**src/hw/rtl/a1p_pkg.sv**
```systemverilog
// Shared constants, types and status codes for the A1 cell reference parser.
`default_nettype none

package a1p_pkg;

   // Field widths of the result.
   localparam int COL_BITS = 24;
   localparam int ROW_BITS = 31;
   localparam int CHAR_W   = 8;
   localparam int STATUS_W = 3;
   localparam int LETTER_W = 5;
   localparam int DIGIT_W  = 4;

   // Accumulator widths: one bit above the field so the saturation marks fit.
   localparam int COL_ACC_W = COL_BITS + 1;
   localparam int ROW_ACC_W = ROW_BITS + 1;

   // Saturation limits of the accumulators.
   localparam logic [COL_ACC_W-1:0] COL_LIMIT = COL_ACC_W'(1) << COL_BITS;
   localparam logic [ROW_ACC_W-1:0] ROW_LIMIT = ROW_ACC_W'(1) << ROW_BITS;

   // Radix of the column and row numbers.
   localparam int COL_RADIX = 26;
   localparam int ROW_RADIX = 10;

   // Result status codes.
   typedef enum logic [STATUS_W-1:0] {
      ST_OK        = 3'd0,
      ST_NO_COL    = 3'd1,
      ST_NO_ROW    = 3'd2,
      ST_NO_DIGITS = 3'd3,
      ST_TRAILING  = 3'd4,
      ST_BELOW_ONE = 3'd5,
      ST_RANGE     = 3'd6
   } status_type;

   // Classification of one character.
   typedef struct packed {
      logic                is_letter;
      logic [LETTER_W-1:0] letter_val;
      logic                is_space;
      logic                is_plus;
      logic                is_minus;
      logic                is_digit;
      logic [DIGIT_W-1:0]  digit_val;
   } char_class_type;

   // One finished result.
   typedef struct packed {
      status_type          status;
      logic [ROW_BITS-1:0] row_index;
      logic [COL_BITS-1:0] col_index;
   } result_type;

endpackage

`default_nettype wire

```
**src/hw/rtl/a1p_if.sv**
```systemverilog
// Valid/ready channel interfaces for parser requests and results.
`default_nettype none

interface a1p_req_if import a1p_pkg::*; ();
   logic              valid;
   logic              ready;
   logic [CHAR_W-1:0] character;
   logic              last;

   modport source (output valid, output character, output last, input ready);
   modport sink (input valid, input character, input last, output ready);
endinterface

interface a1p_rsp_if import a1p_pkg::*; ();
   logic                valid;
   logic                ready;
   logic [STATUS_W-1:0] status;
   logic [ROW_BITS-1:0] row_index;
   logic [COL_BITS-1:0] col_index;

   modport source (output valid, output status, output row_index, output col_index,
                   input ready);
   modport sink (input valid, input status, input row_index, input col_index,
                 output ready);
endinterface

`default_nettype wire

```
**src/hw/rtl/a1p_char_class.sv**
```systemverilog
// Character classifier: letters, digits, signs and whitespace of one byte.
`default_nettype none

module a1p_char_class import a1p_pkg::*; (
   input  wire logic [CHAR_W-1:0] character,
   output char_class_type         char_class
);

   localparam logic [CHAR_W-1:0] CHAR_UPPER_A = 8'h41;
   localparam logic [CHAR_W-1:0] CHAR_UPPER_Z = 8'h5A;
   localparam logic [CHAR_W-1:0] CHAR_LOWER_A = 8'h61;
   localparam logic [CHAR_W-1:0] CHAR_LOWER_Z = 8'h7A;
   localparam logic [CHAR_W-1:0] CHAR_ZERO    = 8'h30;
   localparam logic [CHAR_W-1:0] CHAR_NINE    = 8'h39;
   localparam logic [CHAR_W-1:0] CHAR_PLUS    = 8'h2B;
   localparam logic [CHAR_W-1:0] CHAR_MINUS   = 8'h2D;
   localparam logic [CHAR_W-1:0] CHAR_BLANK   = 8'h20;
   localparam logic [CHAR_W-1:0] CHAR_TAB     = 8'h09;
   localparam logic [CHAR_W-1:0] CHAR_CR      = 8'h0D;

   logic is_upper;
   logic is_lower;

   // Letters of either case map to 1..26.
   assign is_upper = (character >= CHAR_UPPER_A) && (character <= CHAR_UPPER_Z);
   assign is_lower = (character >= CHAR_LOWER_A) && (character <= CHAR_LOWER_Z);

   always_comb begin
      char_class.is_letter  = is_upper || is_lower;
      char_class.letter_val = '0;
      if (is_upper) begin
         char_class.letter_val = LETTER_W'(character - CHAR_UPPER_A + 8'd1);
      end else if (is_lower) begin
         char_class.letter_val = LETTER_W'(character - CHAR_LOWER_A + 8'd1);
      end
      // Whitespace is the blank and the control codes TAB through CR.
      char_class.is_space  = (character == CHAR_BLANK) ||
                             ((character >= CHAR_TAB) && (character <= CHAR_CR));
      char_class.is_plus   = (character == CHAR_PLUS);
      char_class.is_minus  = (character == CHAR_MINUS);
      char_class.is_digit  = (character >= CHAR_ZERO) && (character <= CHAR_NINE);
      char_class.digit_val = DIGIT_W'(character - CHAR_ZERO);
   end

endmodule

`default_nettype wire

```
**src/hw/rtl/a1p_parser.sv**
```systemverilog
// Parser state: column and row accumulators, phase tracking and result decode.
`default_nettype none

module a1p_parser import a1p_pkg::*; (
   input  wire logic           clock,
   input  wire logic           reset,
   input  wire logic           step,
   input  wire logic           last,
   input  wire char_class_type char_class,
   output result_type          result
);

   localparam int COL_PROD_W = COL_BITS + 6;
   localparam int ROW_PROD_W = ROW_BITS + 5;

   typedef enum logic [2:0] {
      PH_START,
      PH_COL,
      PH_SPACE,
      PH_SIGNED,
      PH_DIGITS,
      PH_ERROR
   } phase_type;

   phase_type              phase_ff, phase_in;
   logic [COL_ACC_W-1:0]   col_acc_ff, col_acc_in;
   logic [ROW_ACC_W-1:0]   row_acc_ff, row_acc_in;
   logic                   row_neg_ff, row_neg_in;
   logic                   overflow_ff, overflow_in;
   status_type             error_ff, error_in;

   logic [COL_PROD_W-1:0]  col_next;
   logic [COL_ACC_W-1:0]   col_added;
   logic [ROW_PROD_W-1:0]  row_next;
   logic [ROW_ACC_W-1:0]   row_added;
   logic                   row_over;
   logic                   range_now;
   logic                   range_fin;

   // Column accumulation in bijective base 26, saturating one above the limit.
   assign col_next = COL_PROD_W'(col_acc_ff) * COL_PROD_W'(COL_RADIX)
                   + COL_PROD_W'(char_class.letter_val);
   always_comb begin
      if (col_acc_ff > COL_LIMIT) begin
         col_added = col_acc_ff;
      end else if (col_next > COL_PROD_W'(COL_LIMIT)) begin
         col_added = COL_LIMIT + COL_ACC_W'(1);
      end else begin
         col_added = COL_ACC_W'(col_next);
      end
   end

   // Row accumulation in decimal, saturating at the limit with a sticky flag.
   assign row_next = ROW_PROD_W'(row_acc_ff) * ROW_PROD_W'(ROW_RADIX)
                   + ROW_PROD_W'(char_class.digit_val);
   assign row_over = !overflow_ff && (row_next > ROW_PROD_W'(ROW_LIMIT));
   always_comb begin
      if (overflow_ff) begin
         row_added = row_acc_ff;
      end else if (row_over) begin
         row_added = ROW_LIMIT;
      end else begin
         row_added = ROW_ACC_W'(row_next);
      end
   end

   // Range check on the current row, used when trailing characters appear.
   assign range_now = overflow_ff || (!row_neg_ff && (row_acc_ff > ROW_LIMIT - ROW_ACC_W'(1)));

   // Next state for the current character.
   always_comb begin
      phase_in    = phase_ff;
      col_acc_in  = col_acc_ff;
      row_acc_in  = row_acc_ff;
      row_neg_in  = row_neg_ff;
      overflow_in = overflow_ff;
      error_in    = error_ff;
      unique case (phase_ff)
         PH_START: begin
            if (char_class.is_letter) begin
               col_acc_in = col_added;
               phase_in   = PH_COL;
            end else begin
               error_in = ST_NO_COL;
               phase_in = PH_ERROR;
            end
         end
         PH_COL, PH_SPACE: begin
            if ((phase_ff == PH_COL) && char_class.is_letter) begin
               col_acc_in = col_added;
            end else if (char_class.is_space) begin
               phase_in = PH_SPACE;
            end else if (char_class.is_plus) begin
               phase_in = PH_SIGNED;
            end else if (char_class.is_minus) begin
               row_neg_in = 1'b1;
               phase_in   = PH_SIGNED;
            end else if (char_class.is_digit) begin
               row_acc_in  = row_added;
               overflow_in = overflow_ff || row_over;
               phase_in    = PH_DIGITS;
            end else begin
               error_in = ST_NO_DIGITS;
               phase_in = PH_ERROR;
            end
         end
         PH_SIGNED: begin
            if (char_class.is_digit) begin
               row_acc_in  = row_added;
               overflow_in = overflow_ff || row_over;
               phase_in    = PH_DIGITS;
            end else begin
               error_in = ST_NO_DIGITS;
               phase_in = PH_ERROR;
            end
         end
         PH_DIGITS: begin
            if (char_class.is_digit) begin
               row_acc_in  = row_added;
               overflow_in = overflow_ff || row_over;
            end else begin
               error_in = range_now ? ST_RANGE : ST_TRAILING;
               phase_in = PH_ERROR;
            end
         end
         PH_ERROR: begin
         end
         default: begin
         end
      endcase
   end

   // Final decode of the reference once its last character is consumed.
   assign range_fin = overflow_in ||
                      (!row_neg_in && (row_acc_in > ROW_LIMIT - ROW_ACC_W'(1)));

   always_comb begin
      result.status    = ST_NO_COL;
      result.row_index = '0;
      result.col_index = '0;
      unique case (phase_in)
         PH_COL: begin
            result.status = ST_NO_ROW;
         end
         PH_SPACE, PH_SIGNED: begin
            result.status = ST_NO_DIGITS;
         end
         PH_DIGITS: begin
            if (range_fin) begin
               result.status = ST_RANGE;
            end else if (row_neg_in || (row_acc_in == '0)) begin
               result.status = ST_BELOW_ONE;
            end else if ((col_acc_in > COL_LIMIT) || (col_acc_in == '0)) begin
               result.status = ST_RANGE;
            end else begin
               result.status    = ST_OK;
               result.row_index = ROW_BITS'(row_acc_in - ROW_ACC_W'(1));
               result.col_index = COL_BITS'(col_acc_in - COL_ACC_W'(1));
            end
         end
         PH_ERROR: begin
            result.status = error_in;
         end
         default: begin
            result.status = ST_NO_COL;
         end
      endcase
   end

   // State registers; a finished reference returns everything to its start.
   always_ff @(posedge clock) begin
      if (reset || (step && last)) begin
         phase_ff    <= PH_START;
         col_acc_ff  <= '0;
         row_acc_ff  <= '0;
         row_neg_ff  <= 1'b0;
         overflow_ff <= 1'b0;
         error_ff    <= ST_OK;
      end else if (step) begin
         phase_ff    <= phase_in;
         col_acc_ff  <= col_acc_in;
         row_acc_ff  <= row_acc_in;
         row_neg_ff  <= row_neg_in;
         overflow_ff <= overflow_in;
         error_ff    <= error_in;
      end
   end

endmodule

`default_nettype wire

```
**src/hw/rtl/a1_cell_reference_parser.sv**
```systemverilog
// Top level of the A1 cell reference parser: input register, parser and result register.
//
// Requests arrive on the req channel, one character per request, with last
// marking the final character of a reference such as "B12". Each reference
// produces exactly one result on the rsp channel: a status code, the
// zero-based row and the zero-based column (both zero unless status is ok).
// Requests without last produce no result.
//
// A request is accepted whenever req.valid and req.ready are high at a clock
// edge; one request can be taken in every cycle unless a finishing
// character waits for room in the result register. The last character of
// a reference sits in the input register, and the parser then writes its
// result to the result register, which drives rsp. The rate is set by the
// accumulator update in the parser stage.
//
// When the receiver holds rsp.ready low, the result waits in the output
// register; characters that do not end a reference still drain, and the
// input stage stalls only when a second result would be due.
//
// Synchronous reset clears all valid flags and returns the parser to the
// start of a reference.
`default_nettype none

module a1_cell_reference_parser import a1p_pkg::*; (
   input  wire logic  clock,
   input  wire logic  reset,
   a1p_req_if.sink    req,
   a1p_rsp_if.source  rsp
);

   logic              in_valid_ff;
   logic [CHAR_W-1:0] in_char_ff;
   logic              in_last_ff;
   logic              out_valid_ff;
   result_type        out_data_ff;

   logic              out_free;
   logic              step;
   char_class_type    char_class;
   result_type        result;

   // Stage handshake: a finishing character needs room in the result register.
   assign out_free  = !out_valid_ff || rsp.ready;
   assign step      = in_valid_ff && (!in_last_ff || out_free);
   assign req.ready = !in_valid_ff || step;

   // Input register.
   always_ff @(posedge clock) begin
      if (reset) begin
         in_valid_ff <= 1'b0;
      end else if (req.ready) begin
         in_valid_ff <= req.valid;
      end
      if (req.ready && req.valid) begin
         in_char_ff <= req.character;
         in_last_ff <= req.last;
      end
   end

   a1p_char_class u_char_class (
      .character  (in_char_ff),
      .char_class (char_class)
   );

   a1p_parser u_parser (
      .clock      (clock),
      .reset      (reset),
      .step       (step),
      .last       (in_last_ff),
      .char_class (char_class),
      .result     (result)
   );

   // Result register.
   always_ff @(posedge clock) begin
      if (reset) begin
         out_valid_ff <= 1'b0;
      end else if (step && in_last_ff) begin
         out_valid_ff <= 1'b1;
      end else if (rsp.ready) begin
         out_valid_ff <= 1'b0;
      end
      if (step && in_last_ff) begin
         out_data_ff <= result;
      end
   end

   assign rsp.valid     = out_valid_ff;
   assign rsp.status    = STATUS_W'(out_data_ff.status);
   assign rsp.row_index = out_data_ff.row_index;
   assign rsp.col_index = out_data_ff.col_index;

endmodule

`default_nettype wire
```
**src/flat_wrapper.sv**
```systemverilog
// flat-port wrapper written by rule: the top's interface ports become plain ports
module a1_cell_reference_parser_flat import a1p_pkg::*;
  (clock, reset, req_valid, req_character, req_last, req_ready, rsp_valid, rsp_status, rsp_row_index, rsp_col_index, rsp_ready);
  a1p_req_if req_i ();
  a1p_rsp_if rsp_i ();
  input  wire logic clock;
  input  wire logic reset;
  input wire logic [$bits(req_i.valid)-1:0] req_valid;
  input wire logic [$bits(req_i.character)-1:0] req_character;
  input wire logic [$bits(req_i.last)-1:0] req_last;
  output wire logic [$bits(req_i.ready)-1:0] req_ready;
  output wire logic [$bits(rsp_i.valid)-1:0] rsp_valid;
  output wire logic [$bits(rsp_i.status)-1:0] rsp_status;
  output wire logic [$bits(rsp_i.row_index)-1:0] rsp_row_index;
  output wire logic [$bits(rsp_i.col_index)-1:0] rsp_col_index;
  input wire logic [$bits(rsp_i.ready)-1:0] rsp_ready;
  assign req_i.valid = req_valid;
  assign req_i.character = req_character;
  assign req_i.last = req_last;
  assign req_ready = req_i.ready;
  assign rsp_valid = rsp_i.valid;
  assign rsp_status = rsp_i.status;
  assign rsp_row_index = rsp_i.row_index;
  assign rsp_col_index = rsp_i.col_index;
  assign rsp_i.ready = rsp_ready;
  a1_cell_reference_parser u_core (.clock(clock), .reset(reset), .req(req_i), .rsp(rsp_i));
endmodule
```
**config.mk**
```make
export PLATFORM = sky130hd
export DESIGN_NAME = a1_cell_reference_parser_flat
export DESIGN_NICKNAME = d
export VERILOG_FILES = /design/src/hw/rtl/a1p_pkg.sv /design/src/hw/rtl/a1p_if.sv /design/src/hw/rtl/a1p_char_class.sv /design/src/hw/rtl/a1p_parser.sv /design/src/hw/rtl/a1_cell_reference_parser.sv /design/src/flat_wrapper.sv
export SDC_FILE = /design/constraint.sdc
export NUM_CORES = 1
export LEC_CHECK = 0
export ABC_AREA = 1
export BUFFER_PORTS_ARGS = -buffer_cell sky130_fd_sc_hd__buf_2
export CELL_PAD_IN_SITES_DETAIL_PLACEMENT = 0
export CELL_PAD_IN_SITES_GLOBAL_PLACEMENT = 1
export CORE_ASPECT_RATIO = 0.8
export CORE_MARGIN = 2
export CORE_UTILIZATION = 38
export CTS_CLUSTER_DIAMETER = 80
export CTS_CLUSTER_SIZE = 14
export DETAILED_ROUTE_END_ITERATION = 10
export GPL_ROUTABILITY_DRIVEN = 0
export PLACE_DENSITY_LB_ADDON = 0.15
export SETUP_SLACK_MARGIN = 0.3
export SYNTH_ARGS = -nofsm -noshare
export SYNTH_HDL_FRONTEND = slang
export SYNTH_HIERARCHICAL = 1
export SYNTH_SLANG_ARGS = --single-unit
```
**constraint.sdc**
```tcl
create_clock -name clock -period 6.6 [get_ports clock]
set_input_delay 0.33 -clock clock [delete_from_list [all_inputs] [get_ports clock]]
set_output_delay 0.33 -clock clock [all_outputs]
set_load 0.05 [all_outputs]
```
==> results of run 1 <==
==> routing by layer <==
layer  up-vias  part of all wire [%]  track usage, %
met2       692                    35            32.5
met4         0                  0.72            3.80
met1      8481                    55            44.3
met5         -                     0               0
li1       9202                     -               -
met3        34                   9.6            6.16
==> repair_timing <==
action                                  in CTS  in global routing
gates resized for setup                      3                123
pin swaps                                    1                 17
cloned                                       0                  4
endpoints found under the setup margin      53                 57
setup buffers                                1                 16
==> power by group <==
group / switching [mW] / internal [mW] / total [mW]
Clock: 0.449 / 0.567 / 1.02
Combinational: 1.25 / 0.569 / 1.82
Sequential: 0.0613 / 0.928 / 0.990
==> path summary, 6_finish.rpt <==
check	endpoint	slack, ns	depth (start not counted)
hold reg to reg	u_core/u_parser/col_acc_ff[2]	0.53	2
hold / removal	u_core/in_last_ff	0.07	1
setup / recovery	u_core/rsp.row_index[1]	0.63	40
setup reg to reg	u_core/rsp.row_index[1]	0.63	40
==> cells by family after synthesis <==
| group | after synthesis |
|---|---|
| buffers and inverters | 592 |
| AO/OA/AOI/OAI | 358 |
| flip-flops | 134 |
| AND/OR/NAND/NOR | 1517 |
| XOR/XNOR | 68 |
| adder cells (fa/ha/maj) | 162 |
==> final cells by class <==
cell class | count | area (sq um)
fill | 4800 | 25000
multi-input combinational | 2105 | 12000
sequential | 134 | 3400
inverter | 526 | 1970
timing repair buffer | 133 | 912
tap | 603 | 754
clock buffer | 18 | 429
clock inverter | 14 | 163
antenna | 1 | 2.50
==> state kept, by name, summed over array words and instances, names as in the netlist <==
register	flops
u_core/in_last_ff	1
u_core/rsp.row_index	31
u_core/in_char_ff	8
u_core/in_valid_ff	1
u_core/u_parser/col_acc_ff	25
u_core/rsp.valid	1
u_core/u_parser/phase_ff	3
u_core/rsp.col_index	24
u_core/u_parser/row_neg_ff	1
u_core/u_parser/row_acc_ff	32
u_core/rsp.status	3
u_core/u_parser/overflow_ff	1
u_core/u_parser/error_ff	3
==> critical path: cells and delay by family, from the launching register on <==
kind	cells	cell delay [ns]
simple gates	26	2.95
fa+ha+maj	4	1.29
buf+inv	8	0.80
flops	1	0.39
compound gates	2	0.38
==> cells in the mapped netlist, types with 4 or more instances <==
cell	instances	area share (%)
nand2_2	36	1.3
nand3b_1	5	0.22
xor2_1	53	2.7
buf_6	5	0.33
nand3_2	16	0.93
clkbuf_1	45	0.98
o211ai_1	13	0.57
o21ai_1	9	0.26
a21oi_2	10	0.51
nand2_1	763	17
nand4_1	77	2.8
nand3_1	193	5.6
edfxtp_1	67	12
and2_1	5	0.18
nor3_1	25	0.73
nor2_1	318	6.9
clkinv_1	4	0.087
dfxtp_1	67	7.8
o21bai_1	14	0.61
o21ai_0	135	3.9
o221ai_1	4	0.20
nor2_4	23	1.5
or2_2	7	0.25
buf_2	6	0.17
nor2_2	28	1.0
buf_4	6	0.26
ha_1	137	9.9
nor4_1	6	0.22
xnor2_1	13	0.66
inv_2	29	0.63
fa_1	25	2.9
inv_1	493	11
o22ai_1	21	0.76
a21oi_1	128	3.7
==> metrics by stage <==
stage	setup slack (ns)	power (mW)	hold slack, ns
finish	0.627	3.83	0.0690
global route	0.259	4.05	0.0434
CTS	0.353	3.68	0.0434
detailed placement	0.217	2.64	0.514
global placement	0.235	2.65	0.521
floorplan	1.24	2.17	0.392
==> summary by stage, run 1 <==
Power
The peak supply drop is 0.184 mV. Summed over all cells, the static leakage comes to 10.4 nW. In this run the power density over the cells is 195 mW/mm^2.

Critical path
The largest stage delay on the critical path is 0.54 ns. The largest fanout on the critical path is 7. The launch point of the worst reg-to-reg path is u_core/u_parser/col_acc_ff[3]. The cell with the most instances on the worst path is nand2_1. At the worst endpoint, the arrival time is 6.27 ns.

The worst setup path is captured at a register. The category of the most critical setup path is register to register. STA classifies the critical path startpoint as a register. In this run the worst setup path begins at u_core/u_parser/col_acc_ff[3]. The worst endpoint required time is 6.90 ns. For this design, the slowest cell found on the critical path is fa_1.

Synth
The simple-gate portion of the synthesized area is 39.2%. The synthesized net count is 3006. The cell count after synthesis is 2831. The distinct cell type count of the synthesized netlist is 59. The post-synthesis instance area is 0.0173 sq mm. The dominant combinational cell family by area after synthesis is simple AND/OR/NAND/NOR gates. The count of flip-flops with a built-in enable after synthesis is 67. The Yosys step of the flow raised 6 warnings. The async set or reset register ratio after synthesis is 0%. The synthesized netlist devotes 3.54% of its cell area to XOR and XNOR gates. The multiplexer share of the synthesized area is 0%. The synthesized netlist devotes 12.8% of its cell area to adder and majority cells. The area fraction in compound gates after synthesis is 11.7%.

Synthesis inferred 134 register bits. The per-instance average area after synthesis is 6.10 sq um. The most instantiated flip-flop cell in the synthesis netlist is edfxtp_1. Summing the sequential cell areas from Yosys gives 19.4% of the chip area.

Clock tree
The total number of clock tree sinks is 134. The maximum level of the CTS H-tree is 4. After clock tree synthesis, the flow added hold-fix buffers numbering 0. The worst-case clock buffer depth is 2. The number of buffers inserted during clock tree synthesis is 17. The insertion delay of the later-clocked pin in the worst-skew pair is 0.47 ns.

Clock-pin slew was measured on the worst setup and hold paths at 0.07 ns. The clock tree root driver cell is clkbuf_16. The CTS tree is done.

Layout
From synthesis to final layout, the design area changed by 13.7%. With fillers left out, the area of the finished cells amounts to 0.0196 sq mm. The net count reported at finish is 3092. The library cells used most frequently in the layout, excluding fill and tap cells, are 746 x nand2_1, 478 x inv_1, 304 x nor2_1.

Cells fill 44.0% of the core in the end. The final instance count without filler cells is 3534. The commonest non-fill, non-tap cell in the layout is nand2_1. The layout cell share with drive strength beyond 1 is 14.8%.

Floorplan
The die width is 242 um. The height of the die is 195 um. The floorplan has 69 rows. The floorplan step defined a core boundary enclosing 0.0446 sq mm. The number of I/O pins is 73. The die covers 0.0471 sq mm. The initial core utilization is 38.7%.

STA
Adding up every negative setup slack in the final design gives 0 ns. The final count of negative-setup-slack endpoints is 0. The tightest slew margin relative to the limit is 35.1%. For the finished layout, the period the worst path requires is 5.97 ns.

The final-report hold violation count is 0. The slew of the pin with the lowest slew margin is 0.971 ns. The top achievable clock speed is 167 MHz.

Setup repair after global routing could not meet its margin everywhere. Across the routed clock network, the largest skew measured is 0.0221 ns. After layout, the worst path uses 90.5% of the clock period. The final count of pins violating max slew was 0.

Routing
The average wire length per cell after detail routing is 18.0 um. The final layout contains routed wiring with a total length of 63.7 mm. In the routed design, unresolved DRC markers number 0. The number of vias per cell is 5.21. The final route contains 18409 vias. The count of nets left with antenna violations once routing finished came out at 0.

The first detailed-routing pass took 5 iterations. The number of design-rule violations left by the first detailed-router iteration is 1671.

Placement
The wire-length estimate of the detail-placed layout is 50.7 mm. The instance area after placement is 0.0184 sq mm. Input and output buffers added on the ports amount to 72. After detailed placement, the design holds a cell count of 3480.

Hold path
The worst hold path begins at req_last. The worst hold path belongs to the class primary input to register.

Global routing
The overall overflow remaining after global route is 0. The maximum number of pins on one net before global-route repair is 59. The via count of the first global-routing pass is 16470. The initial antenna violation count was 0.

The overall track demand over capacity in global routing is 26.3%. The first global-routing pass estimated 96.2 mm of wire.

Run
The max-capacitance violation count is 0.

Status
The flow ran to the end, and the final reports show no timing, DRC or antenna violations.
Note: power is estimated with default switching activity, not from simulation.
==> run 2, diff against run 1 <==
--- a/config.mk
+++ b/config.mk
@@ -8,5 +8,5 @@
 export ABC_AREA = 1
 export BUFFER_PORTS_ARGS = -buffer_cell sky130_fd_sc_hd__buf_2
-export CELL_PAD_IN_SITES_DETAIL_PLACEMENT = 0
+export CELL_PAD_IN_SITES_DETAIL_PLACEMENT = 1
 export CELL_PAD_IN_SITES_GLOBAL_PLACEMENT = 1
 export CORE_ASPECT_RATIO = 0.8
==> constraint.sdc (replaced) <==
create_clock -name clock -period 6.6 [get_ports clock]
set_input_delay 0.33 -clock clock [delete_from_list [all_inputs] [get_ports clock]]
set_output_delay 0.33 -clock clock [all_outputs]
set_load 0.02 [all_outputs]
==> summary by stage, run 2 (synthesis results as in run 1) <==
Layout
The net count reported at finish is 3094 (+0.065%). The layout cell share with drive strength beyond 1 is 16.0% (+1.2 points). The top cell types in the final layout, fill and taps aside, are 739 x nand2_1, 479 x inv_1, 301 x nor2_1. The final instance count without filler cells is 3535 (+0.028%). The flip-flop count of the largest register, all copies and words added is 32 (unchanged).

Leaving out fill and tap cells, the most frequent cell in the layout is nand2_1. The share of the core filled with cells is 44.3% (+0.33 points). The register with the highest flop count is u_core/u_parser/row_acc_ff. The area growth from synthesis to layout is 14.5%. The final standard cell area without fillers is 0.0198 sq mm (+0.75%).

The antenna diode count was 0 (-1).

STA
The final-report hold violation count is 0 (unchanged). The final count of negative-setup-slack endpoints is 0 (unchanged). The final count of pins violating max slew was 0 (unchanged). The tightest slew margin relative to the limit came to 30.0% (-5.0 points). Setup repair after global routing left no endpoint under its margin. The worst-case hold slack came to 0.0705 ns (+0.00155 ns). The slew of the pin with the lowest slew margin is 1.05 ns (+0.0754 ns). The top achievable clock speed is 167 MHz (-0.19%). The minimum clock period after layout was 5.98 ns (+0.0116 ns).

The clock tree skew after final layout came to 0.0200 ns (-0.00217 ns). The worst path setup slack after routing is 0.616 ns (-0.0116 ns). The aggregate negative setup slack is 0 ns (unchanged). The final clock period utilization by the worst path is 90.7% (+0.18 points).

Floorplan
The core footprint came to 0.0446 sq mm (unchanged). The floorplan row count is 69 (unchanged). The die outline area is 0.0471 sq mm (unchanged). The die width is 242 um (unchanged). The initial core utilization came to 38.7% (unchanged).

The height of the die came to 195 um (unchanged). The number of I/O pins came to 73 (unchanged).

Critical path
Following the worst setup path forward leads to its endpoint at u_core/rsp.row_index[3]. The cell at the slowest stage of the critical path is fa_1. STA classifies the critical path startpoint as a register. In this run the critical register-to-register path is captured at u_core/rsp.row_index[3]. Grouping stages by cell kind, the critical path spends the most delay in simple AND/OR/NAND/NOR gates. The largest fanout on the critical path came to 7 (unchanged). STA classifies the critical path endpoint as a register. The arrival time at the worst endpoint is 6.27 ns (about the same). The cell count along the critical path is 35 (-13%). By startpoint and endpoint, the worst setup path is classified as register to register.

The worst endpoint required time is 6.89 ns (about the same). The number of buffer and inverter instances along the worst setup path is 5 (-3). The largest stage delay on the critical path is 0.60 ns (+0.06 ns). The worst reg-to-reg setup slack is 0.62 ns (about the same).

The depth of the most critical reg-to-reg path was 35 (-13%). In this run the critical register-to-register path is launched from u_core/u_parser/col_acc_ff[1]. The launch point of the worst path is u_core/u_parser/col_acc_ff[1].

Routing
The residual antenna-violating net count after detailed routing was 0 (unchanged). The overall via count from detail_route is 19193 (+4.3%). The sum of routed wire length over all layers is 70.2 mm (+10%).

The number of design-rule violations left by the first detailed-router iteration is 1341 (-20%). The number of vias per cell was 5.43 (+4.2%). The average wire length per cell after detail routing came to 19.9 um (+10%).

The post-detailed-route DRC marker count is 0 (unchanged). The first-pass detailed-route iteration total is 5 (unchanged).

Clock tree
The clock tree root driver cell is clkbuf_16. TritonCTS built the clock tree. The worst-case clock buffer depth was 2 (unchanged).

The total number of clock tree sinks was 134 (unchanged). The maximum level of the CTS H-tree was 4 (unchanged). The number of buffers inserted during clock tree synthesis came to 17 (unchanged). The clock-pin slew reported for the worst setup and hold paths after clock tree synthesis is 0.07 ns (about the same). The insertion delay of the later-clocked pin in the worst-skew pair is 0.46 ns (about the same).

Hold path
The worst hold path belongs to the class primary input to register.

Global routing
The overall overflow remaining after global route is 0 (unchanged). The overall track demand over capacity in global routing is 28.8% (+2.5 points). The maximum number of pins on one net before global-route repair is 59 (unchanged). The via count of the first global-routing pass is 18759 (+14%). The first-pass GRT wire length is 107 mm (+11%). The initial antenna violation count was 1 (+1).

Placement
The total of buffers placed on input and output ports is 72 (unchanged). The detailed-placement wirelength estimate is 56.1 mm (+11%). The instance area after placement came to 0.0184 sq mm (unchanged). The cell count after placement is 3480 (unchanged). The post-placement worst setup slack was 0.101 ns (-0.116 ns).

Power
The standby leakage power is 10.4 nW (about the same). The power per unit of standard cell area is 193 mW/mm^2 (-1.2%). The post-layout total power is 3.81 mW (-0.47%). The peak supply drop is 0.200 mV (+8.4%).

Status
The flow ran to the end, and the final reports show no timing, DRC or antenna violations.

Run
The max-capacitance violation count came to 0 (unchanged).
run 2: cell types whose count changed in the layout (fill, tap and decap cells not counted), sizes merged:
cell,previous run,this run
inv,530,532
clkbuf,21,20
clkinv,4,8
bufinv,2,0
diode,1,0
buf,130,132
clkinvlp,4,1
run 2: routing by layer:
layer | wire length (um) | global-route usage (%) | vias up
li1 | - | - | 9187
met1 | 37100 | 46.7 | 9392
met3 | 5180 | 5.33 | 46
met5 | 0 | 0 | -
met4 | 744 | 4.60 | 0
met2 | 27200 | 38.7 | 568
run 2: report_power, final:
part / internal (mW) / leakage (nW) / switching [mW]
sequential: 0.928 / 1.20 / 0.0622
combinational: 0.577 / 8.90 / 1.28
clock: 0.497 / 0.273 / 0.465
run 2: repair_timing:
item,CTS,global route
cloned,0,4
setup endpoints to repair,56,58
gates resized for setup,5,166
pin swaps,2,27
setup buffers,3,16
hold buffers,0,0
run 2: how the worst min path moves through the flow:
stage                                     from                    endpoint  slack (ns)  cells past startpoint
floorplan                                reset          u_core/in_valid_ff        0.39                      1
global route                          req_last           u_core/in_last_ff        0.05                      1
detailed placement                    req_last           u_core/in_last_ff        0.52                      1
global placement    u_core/u_parser/row_neg_ff  u_core/u_parser/row_neg_ff        0.52                      2
finish                                req_last           u_core/in_last_ff        0.07                      1
CTS                                   req_last           u_core/in_last_ff        0.04                      1
run 2: layout make-up:
class,count,area [sq um]
multi-input cells,2105,12200
fillers,6077,24900
well taps,603,754
clock buffers,17,425
clock inverters,15,133
flip-flops and latches,134,3400
repair buffers,135,915
inverters,526,1970
==> run 3, diff against run 2 <==
- CTS_BUF_LIST: unset -> sky130_fd_sc_hd__clkbuf_8
- PLACE_DENSITY: unset -> 0.73
- PLACE_DENSITY_LB_ADDON: 0.15 -> unset
==> summary by stage, run 3 (synthesis results as in run 1) <==
STA
The top achievable clock speed was 168 MHz (+0.26%). The final count of pins violating max slew is 0 (unchanged). The final-report hold violation count is 0 (unchanged). The minimum clock period after layout is 5.97 ns (-0.0156 ns).

The aggregate negative setup slack was 0 ns (unchanged). The worst-case hold slack is 0.0379 ns (-0.0327 ns). The tightest slew margin relative to the limit came to 14.8% (-15 points). The slew of the pin with the lowest slew margin came to 1.27 ns (+0.227 ns).

The clock tree skew after final layout is 0.0315 ns (+0.0115 ns). Setup repair after global routing left no endpoint under its margin. The final clock period utilization by the worst path is 90.4% (-0.24 points). The final count of negative-setup-slack endpoints is 0 (unchanged).

Floorplan
The initial core utilization is 38.7% (unchanged). The die width came to 242 um (unchanged). The number of I/O pins is 73 (unchanged). The floorplan row count is 69 (unchanged).

The core footprint is 0.0446 sq mm (unchanged). The die outline area is 0.0471 sq mm (unchanged). The height of the die came to 195 um (unchanged).

Routing
The post-detailed-route DRC marker count was 0 (unchanged). The residual antenna-violating net count after detailed routing is 0 (unchanged). The first-pass detailed-route iteration total is 5 (unchanged). The average wire length per cell after detail routing is 19.5 um (-1.6%). The number of vias per cell is 5.39 (-0.70%). The overall via count from detail_route came to 19091 (-0.53%). The number of design-rule violations left by the first detailed-router iteration is 1637 (+22%). The sum of routed wire length over all layers is 69.2 mm (-1.4%).

Layout
The layout cell share with drive strength beyond 1 is 14.8% (-1.2 points). The antenna diode count is 0 (unchanged). Counting flops per register, the top entry is u_core/u_parser/row_acc_ff. Leaving out fill and tap cells, the most frequent cell in the layout is nand2_1. The net count reported at finish is 3100 (+0.19%). The flip-flop count of the largest register, all copies and words added is 32 (unchanged). In the layout the commonest cells are 747 x nand2_1, 483 x inv_1, 302 x nor2_1. The final instance count without filler cells is 3541 (+0.17%). The area growth from synthesis to layout is 12.7%.

Placement
The detailed-placement wirelength estimate is 55.8 mm (-0.56%). The cell count after placement is 3481 (+0.029%). The total of buffers placed on input and output ports is 72 (unchanged).

Run
The max-capacitance violation count came to 0 (unchanged).

Global routing
The maximum number of pins on one net before global-route repair is 59 (unchanged). The overall overflow remaining after global route is 0 (unchanged). The via count of the first global-routing pass is 18681 (-0.42%). The first-pass GRT wire length is 106 mm (-0.51%). The initial antenna violation count came to 1 (unchanged).

The overall track demand over capacity in global routing was 28.6% (-0.17 points).

Status
The run finished with clean final reports.

Critical path
STA classifies the critical path endpoint as a register. The startpoint type of the worst setup path is a register. The largest fanout on the critical path is 8 (+1).

Among all stages on the critical path, the largest delay is contributed by fa_1. The worst endpoint required time came to 6.94 ns (+0.05 ns). The category of the most critical setup path is register to register. The most numerous cell type found on the critical path is nand2_1. The arrival time at the worst endpoint came to 6.31 ns (+0.04 ns). The largest stage delay on the critical path came to 0.53 ns (-0.07 ns).

Clock tree
The maximum level of the CTS H-tree came to 4 (unchanged). The worst-case clock buffer depth is 2 (unchanged). The number of buffers inserted during clock tree synthesis is 17 (unchanged). The insertion delay of the later-clocked pin in the worst-skew pair was 0.51 ns (+0.05 ns). The CTS tree is done. The clock-pin slew reported for the worst setup and hold paths after clock tree synthesis is 0.11 ns (+0.04 ns). The total number of clock tree sinks is 134 (unchanged). The clock tree root driver cell is clkbuf_8.

Power
The peak supply drop is 0.166 mV (-17%). The power per unit of standard cell area came to 182 mW/mm^2 (-5.5%). The standby leakage power is 10.3 nW (-0.56%).

Hold path
The type of the tightest min-delay check is primary input to register.
## run 3: cell count changes in the layout (fill, tap and decap cells not counted), moves of 5 or more
| cell | before | now |
|---|---|---|
| clkbuf_16 | 20 | 3 |
| clkbuf_8 | 0 | 17 |
| ha_1 | 117 | 127 |
| nand2_1 | 739 | 747 |
| ha_4 | 11 | 5 |
| a21oi_1 | 119 | 124 |
| dlygate4sd3_1 | 0 | 5 |
| nand2_2 | 55 | 50 |
## run 3: path summary, 6_finish.rpt
path                                               startpoint                        to  slack, ns  cells past startpoint
worst max-delay path            u_core/u_parser/col_acc_ff[1]  u_core/rsp.col_index[12]       0.63                     38
worst min-delay path                                    reset        u_core/in_valid_ff       0.04                      2
worst max register to register  u_core/u_parser/col_acc_ff[1]  u_core/rsp.col_index[12]       0.63                     38
worst min register to register               u_core/rsp.valid        u_core/in_valid_ff       0.54                      2
## run 3: power breakdown
group	switching, mW	internal [mW]
Clock	0.412	0.306
Sequential	0.0629	0.928
Combinational	1.26	0.577
Total	1.73	1.81
## run 3: final cells by class
cell class / count / area, sq um
fillers: 6071 / 25200
inverters: 526 / 1970
multi-input cells: 2106 / 11900
clock buffers: 17 / 234
clock inverters: 15 / 146
flip-flops and latches: 134 / 3400
repair buffers: 140 / 993
well taps: 603 / 754
## run 3: metrics by stage
| stage | total power [mW] | util (%) | cell area (sq um) | worst slack (ns) |
|---|---|---|---|---|
| after global placement | 2.61 | 41.2 | 18400 | 0.270 |
| after CTS | 3.40 | 42.3 | 18900 | 0.346 |
| after floorplan | 2.14 | - | 17300 | 1.24 |
| final | 3.54 | 43.6 | 19400 | 0.631 |
| after global routing | 3.76 | 43.6 | 19400 | 0.259 |
| after detailed placement | 2.65 | 41.2 | 18400 | 0.131 |
## run 3: what timing repair did
item / 4_1_cts / 5_1_grt
cloned: 1 / 4
endpoints found under the hold margin: 5 / 0
hold buffers: 5 / 0
setup endpoints to repair: 45 / 57
resized for setup: 10 / 112
setup buffers: 0 / 18
pin swaps: 0 / 15
## run 3: routing by layer
layer,up-vias,part of all wire [%],GRT usage [%]
met5,-,0,0
met4,0,1.2,5.14
met3,49,7.7,4.05
met2,599,39,39.1
met1,9254,53,46.5
li1,9189,-,-
## run 3: worst max-delay path, delay by kind of cell, from the launching register on
family	cells	cell delay, ns
compound gates	1	0.14
fa+ha+maj	3	1.28
buf+inv	7	0.90
flops	1	0.37
simple gates	27	3.07
